--- src/rtl/core/assert_macros.svh ---
// Assertion helpers shared by the steering core.
// Every module that asserts has a clock named aclk and an active-low reset aresetn.
`ifndef ASSERT_MACROS_SVH
`define ASSERT_MACROS_SVH

// The property must hold at every clock edge outside reset.
`define GGS_ASSERT(label, prop, msg) \
    label: assert property (@(posedge aclk) disable iff (!aresetn) (prop)) else $error(msg);

// When the condition holds, the consequence must hold in the next cycle.
`define GGS_ASSERT_NEXT(label, cond, cons, msg) \
    label: assert property (@(posedge aclk) disable iff (!aresetn) (cond) |=> (cons)) \
        else $error(msg);

`endif

--- src/rtl/core/ggs_pkg.sv ---
package ggs_pkg;

    // Number of CORDIC rotation cells; the arctangent table covers up to 24.
    localparam int CORDIC_STAGES = 16;
    localparam int IDX_W = (CORDIC_STAGES > 1) ? $clog2(CORDIC_STAGES) : 1;

    localparam int POS_W   = 16;
    localparam int OFS_W   = POS_W + 1;
    localparam int HD_W    = 15;
    localparam int XY_W    = 32;
    localparam int Z_W     = 24;
    localparam int GAIN_W  = 16;
    localparam int LIM_W   = 15;
    localparam int SPD_W   = 15;
    localparam int TURN_W  = 15;
    localparam int DIST_W  = 17;
    localparam int ERR_W   = 18;
    localparam int AERR_W  = 17;
    localparam int XU_W    = 31;
    localparam int INV_W   = 30;
    localparam int PROD_W  = XU_W + INV_W;
    localparam int DSH     = 42;
    localparam int SPROD_W = GAIN_W + DIST_W;
    localparam int SSH     = 12;
    localparam int COORD_SH = 12;
    localparam int ZSH     = 8;

    localparam logic signed [Z_W-1:0] ANGLE_PI = Z_W'(3294199);
    localparam logic [INV_W-1:0]      INV_GAIN = INV_W'(652032874);
    localparam logic [PROD_W-1:0]     DIST_RND = PROD_W'(1) << (DSH - 1);
    localparam logic [SPROD_W:0]      SPD_RND  = (SPROD_W + 1)'(1) << (SSH - 1);
    localparam logic signed [Z_W:0]   Z_RND    = (Z_W + 1)'(1) << (ZSH - 1);

    // round(atan(2^-i) * 2^20)
    localparam logic [19:0] ATAN_TAB [24] = '{
        20'd823550, 20'd486170, 20'd256879, 20'd130396, 20'd65451, 20'd32757,
        20'd16383,  20'd8192,   20'd4096,   20'd2048,   20'd1024,  20'd512,
        20'd256,    20'd128,    20'd64,     20'd32,     20'd16,    20'd8,
        20'd4,      20'd2,      20'd1,      20'd0,      20'd0,     20'd0
    };

    typedef enum logic [2:0] {
        REG_TARGET_X      = 3'd0,
        REG_TARGET_Y      = 3'd1,
        REG_SPEED_GAIN    = 3'd2,
        REG_MAX_SPEED     = 3'd3,
        REG_STOP_DISTANCE = 3'd4,
        REG_AIM_TOLERANCE = 3'd5
    } ggs_reg_t;

    // Vector carried down the rotation chain, with the heading riding along.
    typedef struct packed {
        logic signed [XY_W-1:0] x;
        logic signed [XY_W-1:0] y;
        logic signed [Z_W-1:0]  z;
        logic signed [HD_W-1:0] hd;
    } ggs_vec_t;

    // Configuration the output stages need.
    typedef struct packed {
        logic [GAIN_W-1:0] speed_gain;
        logic [LIM_W-1:0]  max_speed;
        logic [LIM_W-1:0]  stop_distance;
        logic [LIM_W-1:0]  aim_tolerance;
    } ggs_limits_t;

    function automatic logic signed [Z_W-1:0] atan_step(input logic [IDX_W-1:0] idx);
        return $signed({{(Z_W - 20){1'b0}}, ATAN_TAB[idx]});
    endfunction

endpackage

--- src/rtl/core/ggs_cordic_cell.sv ---
`include "assert_macros.svh"

module ggs_cordic_cell (
    input  logic                     aclk,
    input  logic                     aresetn,
    input  logic [ggs_pkg::IDX_W-1:0] stage_idx,
    input  logic                     in_valid,
    output logic                     in_ready,
    input  ggs_pkg::ggs_vec_t        in_vec,
    output logic                     out_valid,
    input  logic                     out_ready,
    output ggs_pkg::ggs_vec_t        out_vec
);
    import ggs_pkg::*;

    logic                   valid_reg;
    ggs_vec_t               vec_reg;
    ggs_vec_t               vec_next;
    logic signed [XY_W-1:0] xs;
    logic signed [XY_W-1:0] ys;
    logic signed [Z_W-1:0]  ang;

    // One vectoring rotation: drive y toward zero and track the angle.
    always_comb begin
        xs       = in_vec.x >>> stage_idx;
        ys       = in_vec.y >>> stage_idx;
        ang      = atan_step(stage_idx);
        vec_next = in_vec;
        if (!in_vec.y[XY_W-1]) begin
            vec_next.x = in_vec.x + ys;
            vec_next.y = in_vec.y - xs;
            vec_next.z = in_vec.z + ang;
        end else begin
            vec_next.x = in_vec.x - ys;
            vec_next.y = in_vec.y + xs;
            vec_next.z = in_vec.z - ang;
        end
    end

    assign in_ready  = !valid_reg || out_ready;
    assign out_valid = valid_reg;
    assign out_vec   = vec_reg;

    always_ff @(posedge aclk) begin
        if (!aresetn) begin
            valid_reg <= 1'b0;
        end else if (in_ready) begin
            valid_reg <= in_valid;
        end
    end

    always_ff @(posedge aclk) begin
        if (in_ready && in_valid) begin
            vec_reg <= vec_next;
        end
    end

    `GGS_ASSERT_NEXT(a_cell_hold, valid_reg && !out_ready, valid_reg && $stable(vec_reg),
        "cordic cell lost or changed a stalled item")

endmodule

--- config.mk ---
export PLATFORM = sky130hd
export DESIGN_NAME = ggs_cordic_cell
export DESIGN_NICKNAME = d
export VERILOG_FILES = /design/src/rtl/core/ggs_pkg.sv /design/src/rtl/core/ggs_cordic_cell.sv
export VERILOG_INCLUDE_DIRS = /design/src /design/src/rtl/core
export SDC_FILE = /design/constraint.sdc
export NUM_CORES = 1
export LEC_CHECK = 0
export BUFFER_PORTS_ARGS = -buffer_cell sky130_fd_sc_hd__buf_2
export CAP_MARGIN = 20
export CELL_PAD_IN_SITES_DETAIL_PLACEMENT = 1
export CELL_PAD_IN_SITES_GLOBAL_PLACEMENT = 1
export CORE_MARGIN = 5
export CORE_UTILIZATION = 25
export CTS_CLUSTER_DIAMETER = 200
export CTS_CLUSTER_SIZE = 10
export DETAILED_ROUTE_END_ITERATION = 8
export GPL_TIMING_DRIVEN = 0
export PLACE_DENSITY = 0.62
export SYNTH_ARGS = -nofsm -noshare
export SYNTH_HDL_FRONTEND = slang
export SYNTH_SLANG_ARGS = --single-unit
--- constraint.sdc ---
create_clock -name aclk -period 13 [get_ports aclk]
set_clock_uncertainty 0.1 [all_clocks]
set_input_delay 3.9 -clock aclk [delete_from_list [all_inputs] [get_ports aclk]]
set_output_delay 3.9 -clock aclk [all_outputs]
set_load 0.1 [all_outputs]
# --- Word level (Yosys, flattened, before mapping) ---
# Memories as Yosys holds them, arrays and structs flattened.
# Cells that the tools add are included.
classes:
  addsub: 6
  reduce_logical: 3
  div: 0
  n_shift: 2
  n_lt_le_gt_ge: 1
  mul: 0
  eq_ne: 0
  n_mux: 3
  n_bitwise: 1
ops:
  columns: ["operator", "count"]
  rows:
  - ["$mux W88", 1]
  - ["$add A32 B32 Y32", 2]
  - ["$sshr A32 B4 Y32", 2]
  - ["$sub A32 B32 Y32", 2]
  - ["$mux W20", 2]
  - ["$add A24 B21 Y24", 1]
  - ["$sub A24 B21 Y24", 1]
  - ["$ge A5 B6 Y1 const B", 1]
  - ["$not A4 Y5", 1]
  - ["$logic_and A1 B1 Y1", 1]
  - ["$logic_not A1 Y1", 1]
  - ["$logic_or A1 B1 Y1", 1]
word_totals:
  out_inout_bits: 105
  in_bits: 111
  latch_bits: 0
  ff_bits: 104
  ramBits: 0
  memories: 1
  mem_bits_ro: 640
mem_list:
  columns: ["name", "words", "word_bits", "read_ports", "rd_clocked_by_memory_dff", "write_ports", "line", "rtl"]
  rows:
  - ["(name not given)", 32, 20, 1, 0, 0, "ggs_pkg.sv:68", "return $signed({{(Z_W - 20){1'b0}}, ATAN_TAB[idx]});"]

# --- Logic depth before layout (Yosys ltp) ---
logic_depth:
  word_depth: 6
  mapped_depth: 27
  mapped_depth_nobuf: 21

# --- Worst setup path after synthesis ---
# Ideal clock, no wire load.
synth_timing:
  path_type: "input port to flip-flop"
  startpoint: "input port stage_idx[2] in the netlist's numbering"
  endpoint: "register vec_reg (netlist bit out_vec[100]) (data pin)"
  stages: 24
  n_path_buf: 5
  setup_slack_ps: 3595
  arrival_ps: 9038
  path_cell_list: "clkbuf_1 > clkbuf_1 > buf_1 > clkbuf_1 > clkbuf_1 > a21oi_1 > a21oi_1 > ha_1 > nand3_1 > a311oi_2 > nand4_1 > nor2b_1 > a31oi_1 > xor2_1 > ha_1 > a21oi_1 > o21ai_0 > or3_1 > or3_1 > o221ai_1 > o21ai_0 > or4_1 > o311ai_0 > xnor2_1"
synth_lines:
  columns: ["element", "line", "rtl"]
  rows:
  - ["from (decl)", "ggs_cordic_cell.sv:6", "input logic [ggs_pkg::IDX_W-1:0] stage_idx,"]
  - ["to (signal assigned)", "ggs_cordic_cell.sv:54", "vec_reg <= vec_next;"]
  - ["to (decl)", "ggs_cordic_cell.sv:17", "ggs_vec_t vec_reg;"]

==> impl_metrics.py <==
metrics = {
    "logic_synthesis": {
        "synth_warnings": 0,
        "yosysSeqAreaShare": 0.232,
        "ys.flop_type": "edfxtp_1",
        "synth_edf_count": 103,
        "synth_top_cell_area_share": 0.231,
        "ys_ff_latch": 104,
        "synth.avg_cell_area_um2": 9.35,
        "async_flop_share": 0,
        "synth_cell_type_count": 90,
        "syn_inst": 1434,
        "syn_area_um2": 13400,
        "synthTopCellsByArea": "edfxtp_1 23%, ha_1 9.7%, mux4_2 8.2%",
        "synthesis.nets": 1652,
        "synth_top_area_cell": "edfxtp_1",
    },
    "detailed_routing": {
        "via_count": 12900,
        "vias_per_cell": 5.46,
        "detail_route.wl_per_cell_um": 24.5,
        "ant_nets": 0,
        "drt-pass1-iter-count": 5,
        "drt_wl_total_um": 58000,
        "remaining_drc_errors": 0,
        "first_iter_violations": 897,
    },
    "pwr": {
        "power_mw": 2.17,
        "cellPowerDensity_nw_per_um2": 138,
        "p_leak_nw": 6.37,
        "ir_drop_v": 0.000108,
    },
    "min_path": {
        "holdCritPathClass": "register to register",
        "hold_path_depth": 2,
        "min_from": "out_valid$_SDFFE_PN0N_",
        "whs_endpoint": "out_valid$_SDFFE_PN0N_",
    },
    "grt": {
        "grt_pass1_wl_um": 87300,
        "antenna_found_initial": 2,
        "overflow": 0,
        "grtUsageTotal": 0.193,
        "grt_max_degree": 59,
        "grt_pass1_vias": 13700,
    },
    "floorplanning": {
        "die_w_um": 242,
        "coreArea_um2": 53500,
        "rows": 85,
        "io_pins": 216,
        "die_h_um": 242,
        "start_util": 0.251,
        "dieArea_um2": 58400,
    },
    "clock_network": {
        "clk_pin_slew_ns": 0.08,
        "postCtsHoldBufs": 0,
        "cts_tree": "built",
        "cts_sinks": 104,
        "cts_max_level": 3,
        "cts_root_buf": "clkbuf_16",
        "cts_setup_buffers": 0,
        "clock_latency_ns": 0.40,
        "ctsLongestPathBuffers": 2,
        "cts_resized": 0,
        "numCtsBuffers": 9,
    },
    "place": {
        "dp_hpwl_um": 45800,
        "io_buffers": 214,
        "gp_congestion": 0.965,
    },
    "critical_path": {
        "rrSetupSlack_ns": 11.10,
        "critical_path.max_fanout": 10,
        "rr_worst_depth": 3,
        "rr_startpoint": "out_valid$_SDFFE_PN0N_",
        "startpoint_type": "input pin",
        "arrival_ns": 12.30,
        "reg2reg_to": "out_vec[86]$_DFFE_PP_",
        "worstSetupEndpointType": "register",
        "crit_type": "input pin to register",
        "required_ns": 13.06,
    },
    "final_layout": {
        "final_net_count": 1878,
        "fill_cells": 6260,
        "area_growth_pct": 17.1,
        "drive_gt1_frac": 0.228,
    },
    "sta": {
        "holdWs_ns": 0.453,
        "rsz0062_at_grt": "no",
        "timing.fmax_ghz": 0.0817,
        "setup_tns_ns": 0,
        "post-route-min-period_ns": 12.25,
        "slew_viol_final": 0,
        "fin_crit_sh": 0.942,
        "setup_viol": 0,
        "hold_viol": 0,
        "worstMarginPinSlew_ns": 1.06,
        "slew_headroom": 0.291,
    },
    "run_status": {
        "status": "complete, no violations",
    },
    "flow_run": {
        "cap_violations": 0,
    },
}
[Yosys cell counts (4+ instances only)]
library cell and n:
or4_1 5, nor3_1 36, nand2_1 112, nor3b_1 5, a22oi_1 6, a21oi_1 112
or3_1 13, o21a_1 12, ha_1 104, nand4_1 8, a41oi_1 4, mux4_1 17
a21boi_0 6, nor4_1 5, o31a_1 4, edfxtp_1 103, o21bai_1 12, and2_1 10
o21ai_0 72, xor2_1 63, nor2b_1 21, a21o_1 26, nor4b_1 4, a221oi_1 5
xnor2_1 76, mux4_2 49, nand3_1 30, inv_1 41, mux2i_1 55, nand2b_1 18
a31oi_1 31, nor2_1 125, o211ai_1 10, buf_1 13, buf_2 17, a211oi_1 10
and4_1 4, buf_6 5, a22o_1 4, mux2_2 47, o221ai_1 6, o22ai_1 9
and3_1 17, clkbuf_1 29
[registers in the layout (all words and copies together) (netlist names)]
signal     count
out_vec      103
out_valid      1
[worst max-delay path by stage]
stage	from	end	slack [ns]
finish	stage_idx[2]	out_vec[100]$_DFFE_PP_	0.75
global route	stage_idx[2]	out_vec[102]$_DFFE_PP_	0.38
CTS	stage_idx[2]	out_vec[100]$_DFFE_PP_	0.96
detailed placement	stage_idx[2]	out_vec[100]$_DFFE_PP_	0.57
global placement	stage_idx[2]	out_vec[102]$_DFFE_PP_	0.62
floorplan	stage_idx[2]	out_vec[100]$_DFFE_PP_	3.59
[cells in the final DEF, fill, tap and decap left out, types with 9 or more instances in the layout]
| master | instances |
|---|---|
| nand2_1 | 112 |
| o21a_1 | 12 |
| nand2b_1 | 18 |
| nor2_1 | 125 |
| clkbuf_16 | 9 |
| or3_1 | 13 |
| clkbuf_1 | 30 |
| and2_1 | 9 |
| mux4_1 | 17 |
| inv_1 | 41 |
| xnor2_1 | 76 |
| buf_2 | 231 |
| mux2i_1 | 55 |
| o21ai_0 | 72 |
| ha_1 | 104 |
| nand3_1 | 30 |
| a211oi_1 | 10 |
| mux4_2 | 49 |
| xor2_1 | 63 |
| o21bai_1 | 12 |
| edfxtp_1 | 103 |
| and3_1 | 17 |
| nor2b_1 | 21 |
| mux2_2 | 47 |
| a21oi_1 | 112 |
| o22ai_1 | 9 |
| a21o_1 | 26 |
| buf_1 | 13 |
| nor3_1 | 36 |
| a31oi_1 | 31 |
| o211ai_1 | 10 |
[logic make-up after synthesis]
family,share of synthesized area
adder cells (fa/ha/maj),0.101
AND/OR/NAND/NOR,0.161
multiplexers,0.198
AO/OA/AOI/OAI,0.174
buffers and inverters,0.0397
flip-flops,0.232
XOR/XNOR,0.0936
[per-stage QoR]
step | cells | util | cell area (um2) | setup WS, ns
after floorplan | 1434 | - | 13400 | 3.59
final | 2363 | 0.294 | 15700 | 0.755
after detailed placement | 2345 | 0.288 | 15400 | 0.566
after global placement | 2344 | 0.287 | 15400 | 0.620
after CTS | 2361 | 0.294 | 15700 | 0.964
after global routing | 2362 | 0.294 | 15700 | 0.379
[area by class of cell]
class	count	area, um2	area share
tap	696	871	0.0554
antenna	2	5.00	0.000319
sequential	104	3110	0.198
buffer	68	364	0.0232
clock inverter	6	91.3	0.00581
clock buffer	10	229	0.0146
multi-input combinational	1217	9770	0.622
timing repair buffer	215	1100	0.0699
inverter	45	169	0.0108
[power by group]
group / internal [mW] / switching (mW)
Combinational: 0.370 / 0.993
Clock: 0.170 / 0.148
Sequential: 0.473 / 0.0157
[layer usage]
metal / GRT usage / vias to the layer above / wire [um]
li1: - / 5933 / -
met1: 0.244 / 6359 / 24700
met2: 0.321 / 509 / 27100
met3: 0.0414 / 95 / 3920
met4: 0.0794 / 2 / 2240
met5: 0 / - / 20
[critical path: stages]
cell      delay (ns)
buf_2           0.23
clkbuf_1        0.64
clkbuf_1        0.52
buf_1           0.63
clkbuf_1        0.65
clkbuf_1        0.72
a21oi_1         0.08
a21oi_1         0.30
ha_1            0.25
nand3_1         0.14
a311oi_2        0.61
nand4_1         0.31
nor2b_1         0.32
a31oi_1         0.14
xor2_1          0.22
ha_1            0.39
a21oi_1         0.16
o21ai_0         0.17
or3_1           0.38
or3_1           0.32
o221ai_1        0.28
o21ai_0         0.24
or4_1           0.43
o311ai_0        0.12
xnor2_1         0.10
No activity file was read; power rests on OpenSTA's default activity.
