[config.mk]
export PLATFORM = sky130hd
export DESIGN_NAME = ggs_post
export DESIGN_NICKNAME = d
export VERILOG_FILES = /design/src/rtl/core/ggs_pkg.sv /design/src/rtl/core/ggs_post.sv
export VERILOG_INCLUDE_DIRS = /design/src /design/src/rtl/core
export SDC_FILE = /design/constraint.sdc
export NUM_CORES = 2
export LEC_CHECK = 0
export ABC_AREA = 1
export BUFFER_PORTS_ARGS = -buffer_cell sky130_fd_sc_hd__buf_2
export CAP_MARGIN = 20
export CORE_MARGIN = 10
export CORE_UTILIZATION = 40
export CTS_BUF_LIST = sky130_fd_sc_hd__clkbuf_8
export DETAILED_ROUTE_END_ITERATION = 12
export PLACE_DENSITY = 0.57
export SETUP_SLACK_MARGIN = 0.1
export SLEW_MARGIN = 30
export SYNTH_ARGS = -nofsm -noshare
export SYNTH_HDL_FRONTEND = slang
export SYNTH_SLANG_ARGS = --single-unit
[constraint.sdc]
create_clock -name aclk -period 13.5 [get_ports aclk]
set_input_delay 0.675 -clock aclk [delete_from_list [all_inputs] [get_ports aclk]]
set_output_delay 0.675 -clock aclk [all_outputs]
set_load 0.03 [all_outputs]
[src/rtl/core/assert_macros.svh]
// Assertion helpers shared by the steering core.
// Every module that asserts has a clock named aclk and an active-low reset aresetn.
`ifndef ASSERT_MACROS_SVH
`define ASSERT_MACROS_SVH

// The property must hold at every clock edge outside reset.
`define GGS_ASSERT(label, prop, msg) \
    label: assert property (@(posedge aclk) disable iff (!aresetn) (prop)) else $error(msg);

// When the condition holds, the consequence must hold in the next cycle.
`define GGS_ASSERT_NEXT(label, cond, cons, msg) \
    label: assert property (@(posedge aclk) disable iff (!aresetn) (cond) |=> (cons)) \
        else $error(msg);

`endif

[src/rtl/core/ggs_pkg.sv]
package ggs_pkg;

    // Number of CORDIC rotation cells; the arctangent table covers up to 24.
    localparam int CORDIC_STAGES = 16;
    localparam int IDX_W = (CORDIC_STAGES > 1) ? $clog2(CORDIC_STAGES) : 1;

    localparam int POS_W   = 16;
    localparam int OFS_W   = POS_W + 1;
    localparam int HD_W    = 15;
    localparam int XY_W    = 32;
    localparam int Z_W     = 24;
    localparam int GAIN_W  = 16;
    localparam int LIM_W   = 15;
    localparam int SPD_W   = 15;
    localparam int TURN_W  = 15;
    localparam int DIST_W  = 17;
    localparam int ERR_W   = 18;
    localparam int AERR_W  = 17;
    localparam int XU_W    = 31;
    localparam int INV_W   = 30;
    localparam int PROD_W  = XU_W + INV_W;
    localparam int DSH     = 42;
    localparam int SPROD_W = GAIN_W + DIST_W;
    localparam int SSH     = 12;
    localparam int COORD_SH = 12;
    localparam int ZSH     = 8;

    localparam logic signed [Z_W-1:0] ANGLE_PI = Z_W'(3294199);
    localparam logic [INV_W-1:0]      INV_GAIN = INV_W'(652032874);
    localparam logic [PROD_W-1:0]     DIST_RND = PROD_W'(1) << (DSH - 1);
    localparam logic [SPROD_W:0]      SPD_RND  = (SPROD_W + 1)'(1) << (SSH - 1);
    localparam logic signed [Z_W:0]   Z_RND    = (Z_W + 1)'(1) << (ZSH - 1);

    // round(atan(2^-i) * 2^20)
    localparam logic [19:0] ATAN_TAB [24] = '{
        20'd823550, 20'd486170, 20'd256879, 20'd130396, 20'd65451, 20'd32757,
        20'd16383,  20'd8192,   20'd4096,   20'd2048,   20'd1024,  20'd512,
        20'd256,    20'd128,    20'd64,     20'd32,     20'd16,    20'd8,
        20'd4,      20'd2,      20'd1,      20'd0,      20'd0,     20'd0
    };

    typedef enum logic [2:0] {
        REG_TARGET_X      = 3'd0,
        REG_TARGET_Y      = 3'd1,
        REG_SPEED_GAIN    = 3'd2,
        REG_MAX_SPEED     = 3'd3,
        REG_STOP_DISTANCE = 3'd4,
        REG_AIM_TOLERANCE = 3'd5
    } ggs_reg_t;

    // Vector carried down the rotation chain, with the heading riding along.
    typedef struct packed {
        logic signed [XY_W-1:0] x;
        logic signed [XY_W-1:0] y;
        logic signed [Z_W-1:0]  z;
        logic signed [HD_W-1:0] hd;
    } ggs_vec_t;

    // Configuration the output stages need.
    typedef struct packed {
        logic [GAIN_W-1:0] speed_gain;
        logic [LIM_W-1:0]  max_speed;
        logic [LIM_W-1:0]  stop_distance;
        logic [LIM_W-1:0]  aim_tolerance;
    } ggs_limits_t;

    function automatic logic signed [Z_W-1:0] atan_step(input logic [IDX_W-1:0] idx);
        return $signed({{(Z_W - 20){1'b0}}, ATAN_TAB[idx]});
    endfunction

endpackage

[src/rtl/core/ggs_post.sv]
`include "assert_macros.svh"

module ggs_post (
    input  logic                        aclk,
    input  logic                        aresetn,
    input  ggs_pkg::ggs_limits_t        limits,
    input  logic                        in_valid,
    output logic                        in_ready,
    input  ggs_pkg::ggs_vec_t           in_vec,
    output logic                        out_valid,
    input  logic                        out_ready,
    output logic [ggs_pkg::SPD_W-1:0]   linear_speed,
    output logic [ggs_pkg::TURN_W-1:0]  turn_rate
);
    import ggs_pkg::*;

    // Stage 1: gain correction product and bearing error magnitude.
    logic                v1_reg;
    logic [PROD_W-1:0]   prod1_reg;
    logic [AERR_W-1:0]   aerr1_reg;
    // Stage 2: rounded distance and the aim test.
    logic                v2_reg;
    logic [DIST_W-1:0]   dist2_reg;
    logic [AERR_W-1:0]   aerr2_reg;
    logic                turn2_reg;
    // Stage 3: speed product and the stop test.
    logic                v3_reg;
    logic [SPROD_W-1:0]  sprod3_reg;
    logic [AERR_W-1:0]   aerr3_reg;
    logic                turn3_reg;
    logic                stop3_reg;
    // Stage 4: output register.
    logic                v4_reg;
    logic [SPD_W-1:0]    speed4_reg;
    logic [TURN_W-1:0]   turn4_reg;

    logic                rdy1, rdy2, rdy3, rdy4;
    logic [XU_W-1:0]     x_u;
    logic signed [Z_W:0] zsum;
    logic signed [ERR_W-1:0] err;
    logic [ERR_W-1:0]    aerr_full;
    logic [PROD_W-1:0]   dsum;
    logic [SPROD_W:0]    ssum;
    logic [SPROD_W-SSH:0] speed_raw;
    logic [SPD_W-1:0]    speed_sat;
    logic [SPD_W-1:0]    speed4_next;
    logic [TURN_W-1:0]   turn4_next;

    assign rdy4     = !v4_reg || out_ready;
    assign rdy3     = !v3_reg || rdy4;
    assign rdy2     = !v2_reg || rdy3;
    assign rdy1     = !v1_reg || rdy2;
    assign in_ready = rdy1;

    always_comb begin
        x_u       = in_vec.x[XU_W-1:0];
        zsum      = {in_vec.z[Z_W-1], in_vec.z} + Z_RND;
        err       = ERR_W'($signed(zsum[Z_W:ZSH])) - ERR_W'(in_vec.hd);
        aerr_full = err[ERR_W-1] ? ERR_W'(-err) : ERR_W'(err);
    end

    always_comb begin
        dsum      = prod1_reg + DIST_RND;
        ssum      = {1'b0, sprod3_reg} + SPD_RND;
        speed_raw = ssum[SPROD_W:SSH];
        if (speed_raw > (SPROD_W - SSH + 1)'(limits.max_speed)) begin
            speed_sat = limits.max_speed;
        end else begin
            speed_sat = speed_raw[SPD_W-1:0];
        end
        speed4_next = '0;
        turn4_next  = '0;
        if (!stop3_reg) begin
            if (turn3_reg) begin
                turn4_next = aerr3_reg[TURN_W-1:0];
            end else begin
                speed4_next = speed_sat;
            end
        end
    end

    always_ff @(posedge aclk) begin
        if (!aresetn) begin
            v1_reg <= 1'b0;
            v2_reg <= 1'b0;
            v3_reg <= 1'b0;
            v4_reg <= 1'b0;
        end else begin
            if (rdy1) v1_reg <= in_valid;
            if (rdy2) v2_reg <= v1_reg;
            if (rdy3) v3_reg <= v2_reg;
            if (rdy4) v4_reg <= v3_reg;
        end
    end

    always_ff @(posedge aclk) begin
        if (rdy1 && in_valid) begin
            prod1_reg <= PROD_W'(x_u) * PROD_W'(INV_GAIN);
            aerr1_reg <= aerr_full[AERR_W-1:0];
        end
        if (rdy2 && v1_reg) begin
            dist2_reg <= dsum[DSH +: DIST_W];
            aerr2_reg <= aerr1_reg;
            turn2_reg <= aerr1_reg > AERR_W'(limits.aim_tolerance);
        end
        if (rdy3 && v2_reg) begin
            sprod3_reg <= SPROD_W'(limits.speed_gain) * SPROD_W'(dist2_reg);
            aerr3_reg  <= aerr2_reg;
            turn3_reg  <= turn2_reg;
            stop3_reg  <= dist2_reg <= DIST_W'(limits.stop_distance);
        end
        if (rdy4 && v3_reg) begin
            speed4_reg <= speed4_next;
            turn4_reg  <= turn4_next;
        end
    end

    assign out_valid    = v4_reg;
    assign linear_speed = speed4_reg;
    assign turn_rate    = turn4_reg;

    `GGS_ASSERT(a_post_exclusive, !v4_reg || speed4_reg == '0 || turn4_reg == '0,
        "speed and turn commands are both nonzero")
    `GGS_ASSERT_NEXT(a_post_no_extra, v4_reg && out_ready && !v3_reg, !v4_reg,
        "output stage repeated an item")

endmodule

* Word-level counts from Yosys, hierarchy flattened *
Index checks and enable logic that the tools add are counted.

word-level totals
  word-level logic and storage cells = 42
  output and inout bits = 32
  input bits = 168
  register bits = 192

operators by class
  $lt $le $gt $ge = 3
  bitwise logic cells = 1
  multipliers = 2
  $add $sub $neg = 5
  muxes and demuxes = 2
  reductions and logical operators = 14

operators by type and width
  operator                                                                count
  59-bit by 42-bit adder with 59-bit output (second input constant)       1
  31-bit by 29-bit multiplier with 58-bit output (second input constant)  1
  33-bit by 12-bit adder with 34-bit output (second input constant)       1
  16-bit by 17-bit multiplier with 33-bit output                          1
  24-bit by 9-bit adder with 25-bit output (second input constant)        1
  22-bit by 15-bit greater-than comparator with 1-bit output              1
  17-bit by 15-bit subtractor with 18-bit output                          1
  17-bit by 15-bit greater-than comparator with 1-bit output              1
  17-bit by 15-bit less-or-equal comparator with 1-bit output             1
  17-bit 2-to-1 mux                                                       1
  17-bit negator                                                          1
  15-bit 2-to-1 mux                                                       1
  1-bit logical AND                                                       4
  1-bit logical NOT                                                       4
  1-bit logical OR                                                        4
  2-bit OR reduction                                                      2
  1-bit inverter                                                          1

* Logic depth before layout (Yosys ltp) *
  word-level depth = 6
  gate-level depth with buffers = 27
  mapped depth without buffers = 27

* Worst setup path before layout *
Ideal clock, no wire load.

  path type = input port to flip-flop
  from = in in_vec[79] in the netlist's numbering
  to = reg prod1_reg[55], data pin
  path slack = 7.111 ns
  path buffers = 0
  stages on the path = 23
  arrival time = 6.136 ns
  cells stage by stage = inv_1 fa_1 fa_1 inv_1 fa_1 inv_1 fa_1 inv_1 fa_1 fa_1 fa_1 inv_1 fa_1 inv_1 ha_1 a21o_1 o21bai_1 a21boi_0 nor2_1 o21ai_0 nand3_1 nand2_1 nand2_1

between the ends
  longest elaborated chain between the ends = 1

ends and longest elaborated chain
  what                                            RTL line        RTL
  start, declared                                 ggs_post.sv:9   input ggs_pkg::ggs_vec_t in_vec,
  31-bit by 29-bit multiplier with 58-bit output  ggs_post.sv:98  prod1_reg <= PROD_W'(x_u) * PROD_W'(INV_GAIN);
  end signal, assigned                            ggs_post.sv:98
  end, declared                                   ggs_post.sv:19  logic [PROD_W-1:0] prod1_reg;

Every way passes these cells.
A chain may end at the register's enable or synchronous reset.

* Worst setup path in the final report *
Same ends and word-level chain as after synthesis.

==> summary.md <==
| Metric | Value |
|---|---|
| Top post-synthesis cells by area | `fa_1 36%, ha_1 18%, inv_1 13%, edfxtp_1 11%, nand2_1 7.5%` |
| Reg2reg end | `sprod3_reg[26]` |
| # setup viols final | `0` |
| Drt drc | `0` |
| Synth cell types | `53` |
| CP Launch Point | `in_vec[79]` |
| First-pass DRT Iterations | `5` |
| Number of nets in the layout | `between 5k and 6k` |
| Max FFs per register | `22` |
| Synth Instances | `between 4k and 5k` |
| Sequential share of the synthesized area | `11.63%` |
| TritonCTS Buffers | `17` |
| Placed cell count | `5,508` |
| Crit Path Category | `input pin to flip-flop` |
| First-pass GRT wire length | `150,200 µm` |
| IO Port Bufs | `roughly 160` |
| Routed WL | `between 90,000 and 100,000 µm` |
| Final Cycle Share | `between 50% and 60%` |
| Worst min path class | `flip-flop to flip-flop` |
| Max-Cap Viols | `0` |
| 1st-iter DRT viols | `between 1k and 1.5k` |
| Clk slew on worst S/H paths | `90 ps` |
| Hpwl dp | `between 80,000 and 90,000 µm` |
| R2r setup slk | `roughly 7200 ps` |
| Hold path start | `aerr2_reg[10]` |
| Post-synth top area share | `between 30 and 40%` |
| Worst path required time | `between 10,000 and 15,000 ps` |
| Post-DP Area | `between 0.03 and 0.04 mm²` |
| Most frequent cell on the critical path | `fa_1` |
| Routability Congestion | `around 0.9` |
| Dominant synthesized flop cell | `edfxtp_1` |
| Asr flop ratio synth | `0%` |
| Setup WS post-layout | `around 6600 ps` |
| Fillcell total | `~9k` |
| Most frequent cells after synthesis | `1,293 x inv_1, 716 x nand2_1, 648 x fa_1` |
| Cells on Worst Hold Path | `0` |
| Post-synth EDFFs | `about 140` |
| Max transition margin | `roughly 34%` |
| Critical-path top delay cell | `fa_1` |
| Initial core utilization | `40.18%` |
| Die height | `320.2 µm` |
| Crit path max fanout | `6` |
| Hold path endpoint | `aerr3_reg[10]` |
| Layout cell share with drive strength beyond 1 | `5.362%` |
| Count leader, synth | `inv_1` |
| Family with the most delay on the worst path | `adder cells` |
| Die Width | `approximately 320 µm` |
| Status | `finished, final reports clean` |
| Hold buffers post-CTS | `0` |
| Post-CTS sizing | `0` |
| Unrepaired setup endpoints after global routing | `false` |
| Die ar. | `around 0.10 mm²` |
| Synthesized cell area | `between 0.03 and 0.04 mm²` |
| Clock Skew | `between 15 and 20 ps` |
| Core Area | `between 0.08 and 0.09 mm²` |
| Gr usage total | `between 10% and 20%` |
| Wirelength per Cell | `around 17 µm` |
| Place WS | `6092 ps` |
| Crit start category | `input pin` |
| Worst path cell trace | `buf_2 -> inv_1 -> fa_1 -> fa_1 -> inv_1 -> fa_1 -> inv_1 -> fa_1 -> inv_1 -> fa_1 -> fa_1 -> fa_1 -> inv_1 -> fa_1 -> inv_1 -> ha_1 -> a21o_1 -> o21bai_1 -> a21boi_0 -> nor2_1 -> o21ai_0 -> nand3_1 -> nand2_1 -> nand2_1` |
| Synthesized area per cell | `8.508 µm²` |
| CTS Sinks | `roughly 140` |
| Area Growth Syn to Fin | `6.867%` |
| Fmax | `roughly 0.14 GHz` |
| Top-level I/O count | `200` |
| Min Tclk post-route | `between 6000 and 7000 ps` |
| # rows | `110` |
| Worst-margin pin slew | `985.8 ps` |
| Vias | `roughly 26k` |
| Nature of the critical path endpoint | `flip-flop` |
| Initial antenna violation count | `1` |
| Crit path DAT | `~7000 ps` |
| WP buf/inv | `7` |
| Largest net degree at the start of global routing | `40` |
| TritonCTS clock tree | `built` |
| Final Cell Area | `0.03853 mm²` |
| Post-route antenna net violation count | `0` |
| Vias in the first global route | `around 29k` |
| Gr ovfl total | `0` |
| Latest clock arrival within the worst-skew pair | `between 400 and 500 ps` |
| Setup TNS | `0 ps` |
| Final Non-Filler Cells | `between 5k and 6k` |
| FF-to-FF Start | `dist2_reg[6]` |
| Via density | `4.775` |
| Worst reg2reg path depth | `19` |
| Synth warn | `0` |
| Slew Limit Fails | `0` |
| Diode count | `0` |
| Clk buf depth | `2` |
| Syn nets | `~5.6k` |
| Clock Tree Root | `clkbuf_8` |
| Leading area contributor after synthesis | `fa_1` |
| Flops & latches, synth | `roughly 140` |
| Max incr delay on CP | `~540 ps` |
| H-tree depth | `4` |
| Post-CTS Setup Repair Bufs | `0` |
| Final hold violation count | `0` |
-- cells in the final DEF (no fill, tap or decap), types with 3 or more instances in the layout --
| cell | Yosys | layout |
|---|---|---|
| inv_1 | 1293 | 1293 |
| nand2_1 | 716 | 716 |
| fa_1 | 648 | 648 |
| ha_1 | 507 | 507 |
| nor2_1 | 249 | 246 |
| buf_2 | 4 | 159 |
| a21oi_1 | 138 | 138 |
| edfxtp_1 | 137 | 137 |
| nand3_1 | 93 | 93 |
| o21ai_0 | 78 | 78 |
| xor2_1 | 66 | 66 |
| nand4_1 | 54 | 54 |
| nor3_1 | 27 | 27 |
| xnor2_1 | 25 | 25 |
| nor2_2 | 15 | 17 |
| a21o_1 | 17 | 17 |
| clkbuf_8 | 0 | 17 |
| o21bai_1 | 15 | 15 |
| nand3b_1 | 14 | 14 |
| a31oi_1 | 11 | 11 |
| buf_4 | 0 | 8 |
| o21a_1 | 6 | 6 |
| inv_8 | 0 | 6 |
| o211ai_1 | 5 | 5 |
| nor4_1 | 5 | 5 |
| nor2_4 | 3 | 4 |
| a21boi_0 | 4 | 4 |
| a211oi_1 | 4 | 4 |
| inv_6 | 0 | 4 |
| dfxtp_1 | 4 | 4 |
| nor3_2 | 3 | 3 |
| nand2_2 | 3 | 3 |
-- metal layers --
metal / GRT usage, % / routed length, µm / up-vias
li1: - / - / 12890
met1: 23.13 / 39830 / 12892
met2: 32.94 / 45690 / 535
met3: 1.927 / 3477 / 135
met4: 4.965 / 2524 / 0
met5: 0 / 0 / -
-- per-stage QoR --
stage	hold slack, ps	utilization, %
after floorplan	400.3	-
after global placement	401.2	42.46
after detailed placement	407.0	42.46
after CTS	416.9	42.94
after global routing	420.4	42.94
final	416.7	42.94
-- logic make-up after synthesis --
group | count (synthesis) | synth area share (%)
fa+ha+maj | 1155 | 53.57
simple gates | 1197 | 13.87
compound gates | 285 | 4.407
flops | 141 | 11.63
xor+xnor | 91 | 2.210
buf+inv | 1369 | 14.31
-- area by class of cell --
cell class	count	area, µm²	share of cell area (%)
Tap cell	1176	1471	3.819
Sequential cell	141	4194	10.88
Clock inverter	15	195.2	0.5065
Multi-Input combinational cell	2728	26720	69.33
Clock buffer	17	234.0	0.6072
Inverter	1296	4867	12.63
Timing Repair Buffer	167	855.8	2.221
-- how the worst max path moves through the flow --
stage,end,slack (ps),cells after the start
global route,prod1_reg[55],6290,24
global placement,prod1_reg[55],6090,24
floorplan,prod1_reg[55],7110,23
CTS,prod1_reg[55],6580,24
detailed placement,prod1_reg[55],6090,24
finish,prod1_reg[55],6560,24
-- worst register-to-register path, stage by stage, from the launching register on --
cell and delay [ps]:
edfxtp_1 1000, nand2_1 180, fa_1 540, inv_1 50, fa_1 500, inv_1 60
fa_1 520, inv_1 50, fa_1 480, inv_1 60, fa_1 490, inv_1 50
fa_1 470, ha_1 370, nand2_1 130, nor3_1 400, nand4_1 160, nand3_1 160
a21oi_1 100, xnor2_1 300
Power is left out: the tool's default activity adds up to more than one toggle a clock period on the data nets, which glitch-free logic cannot reach.
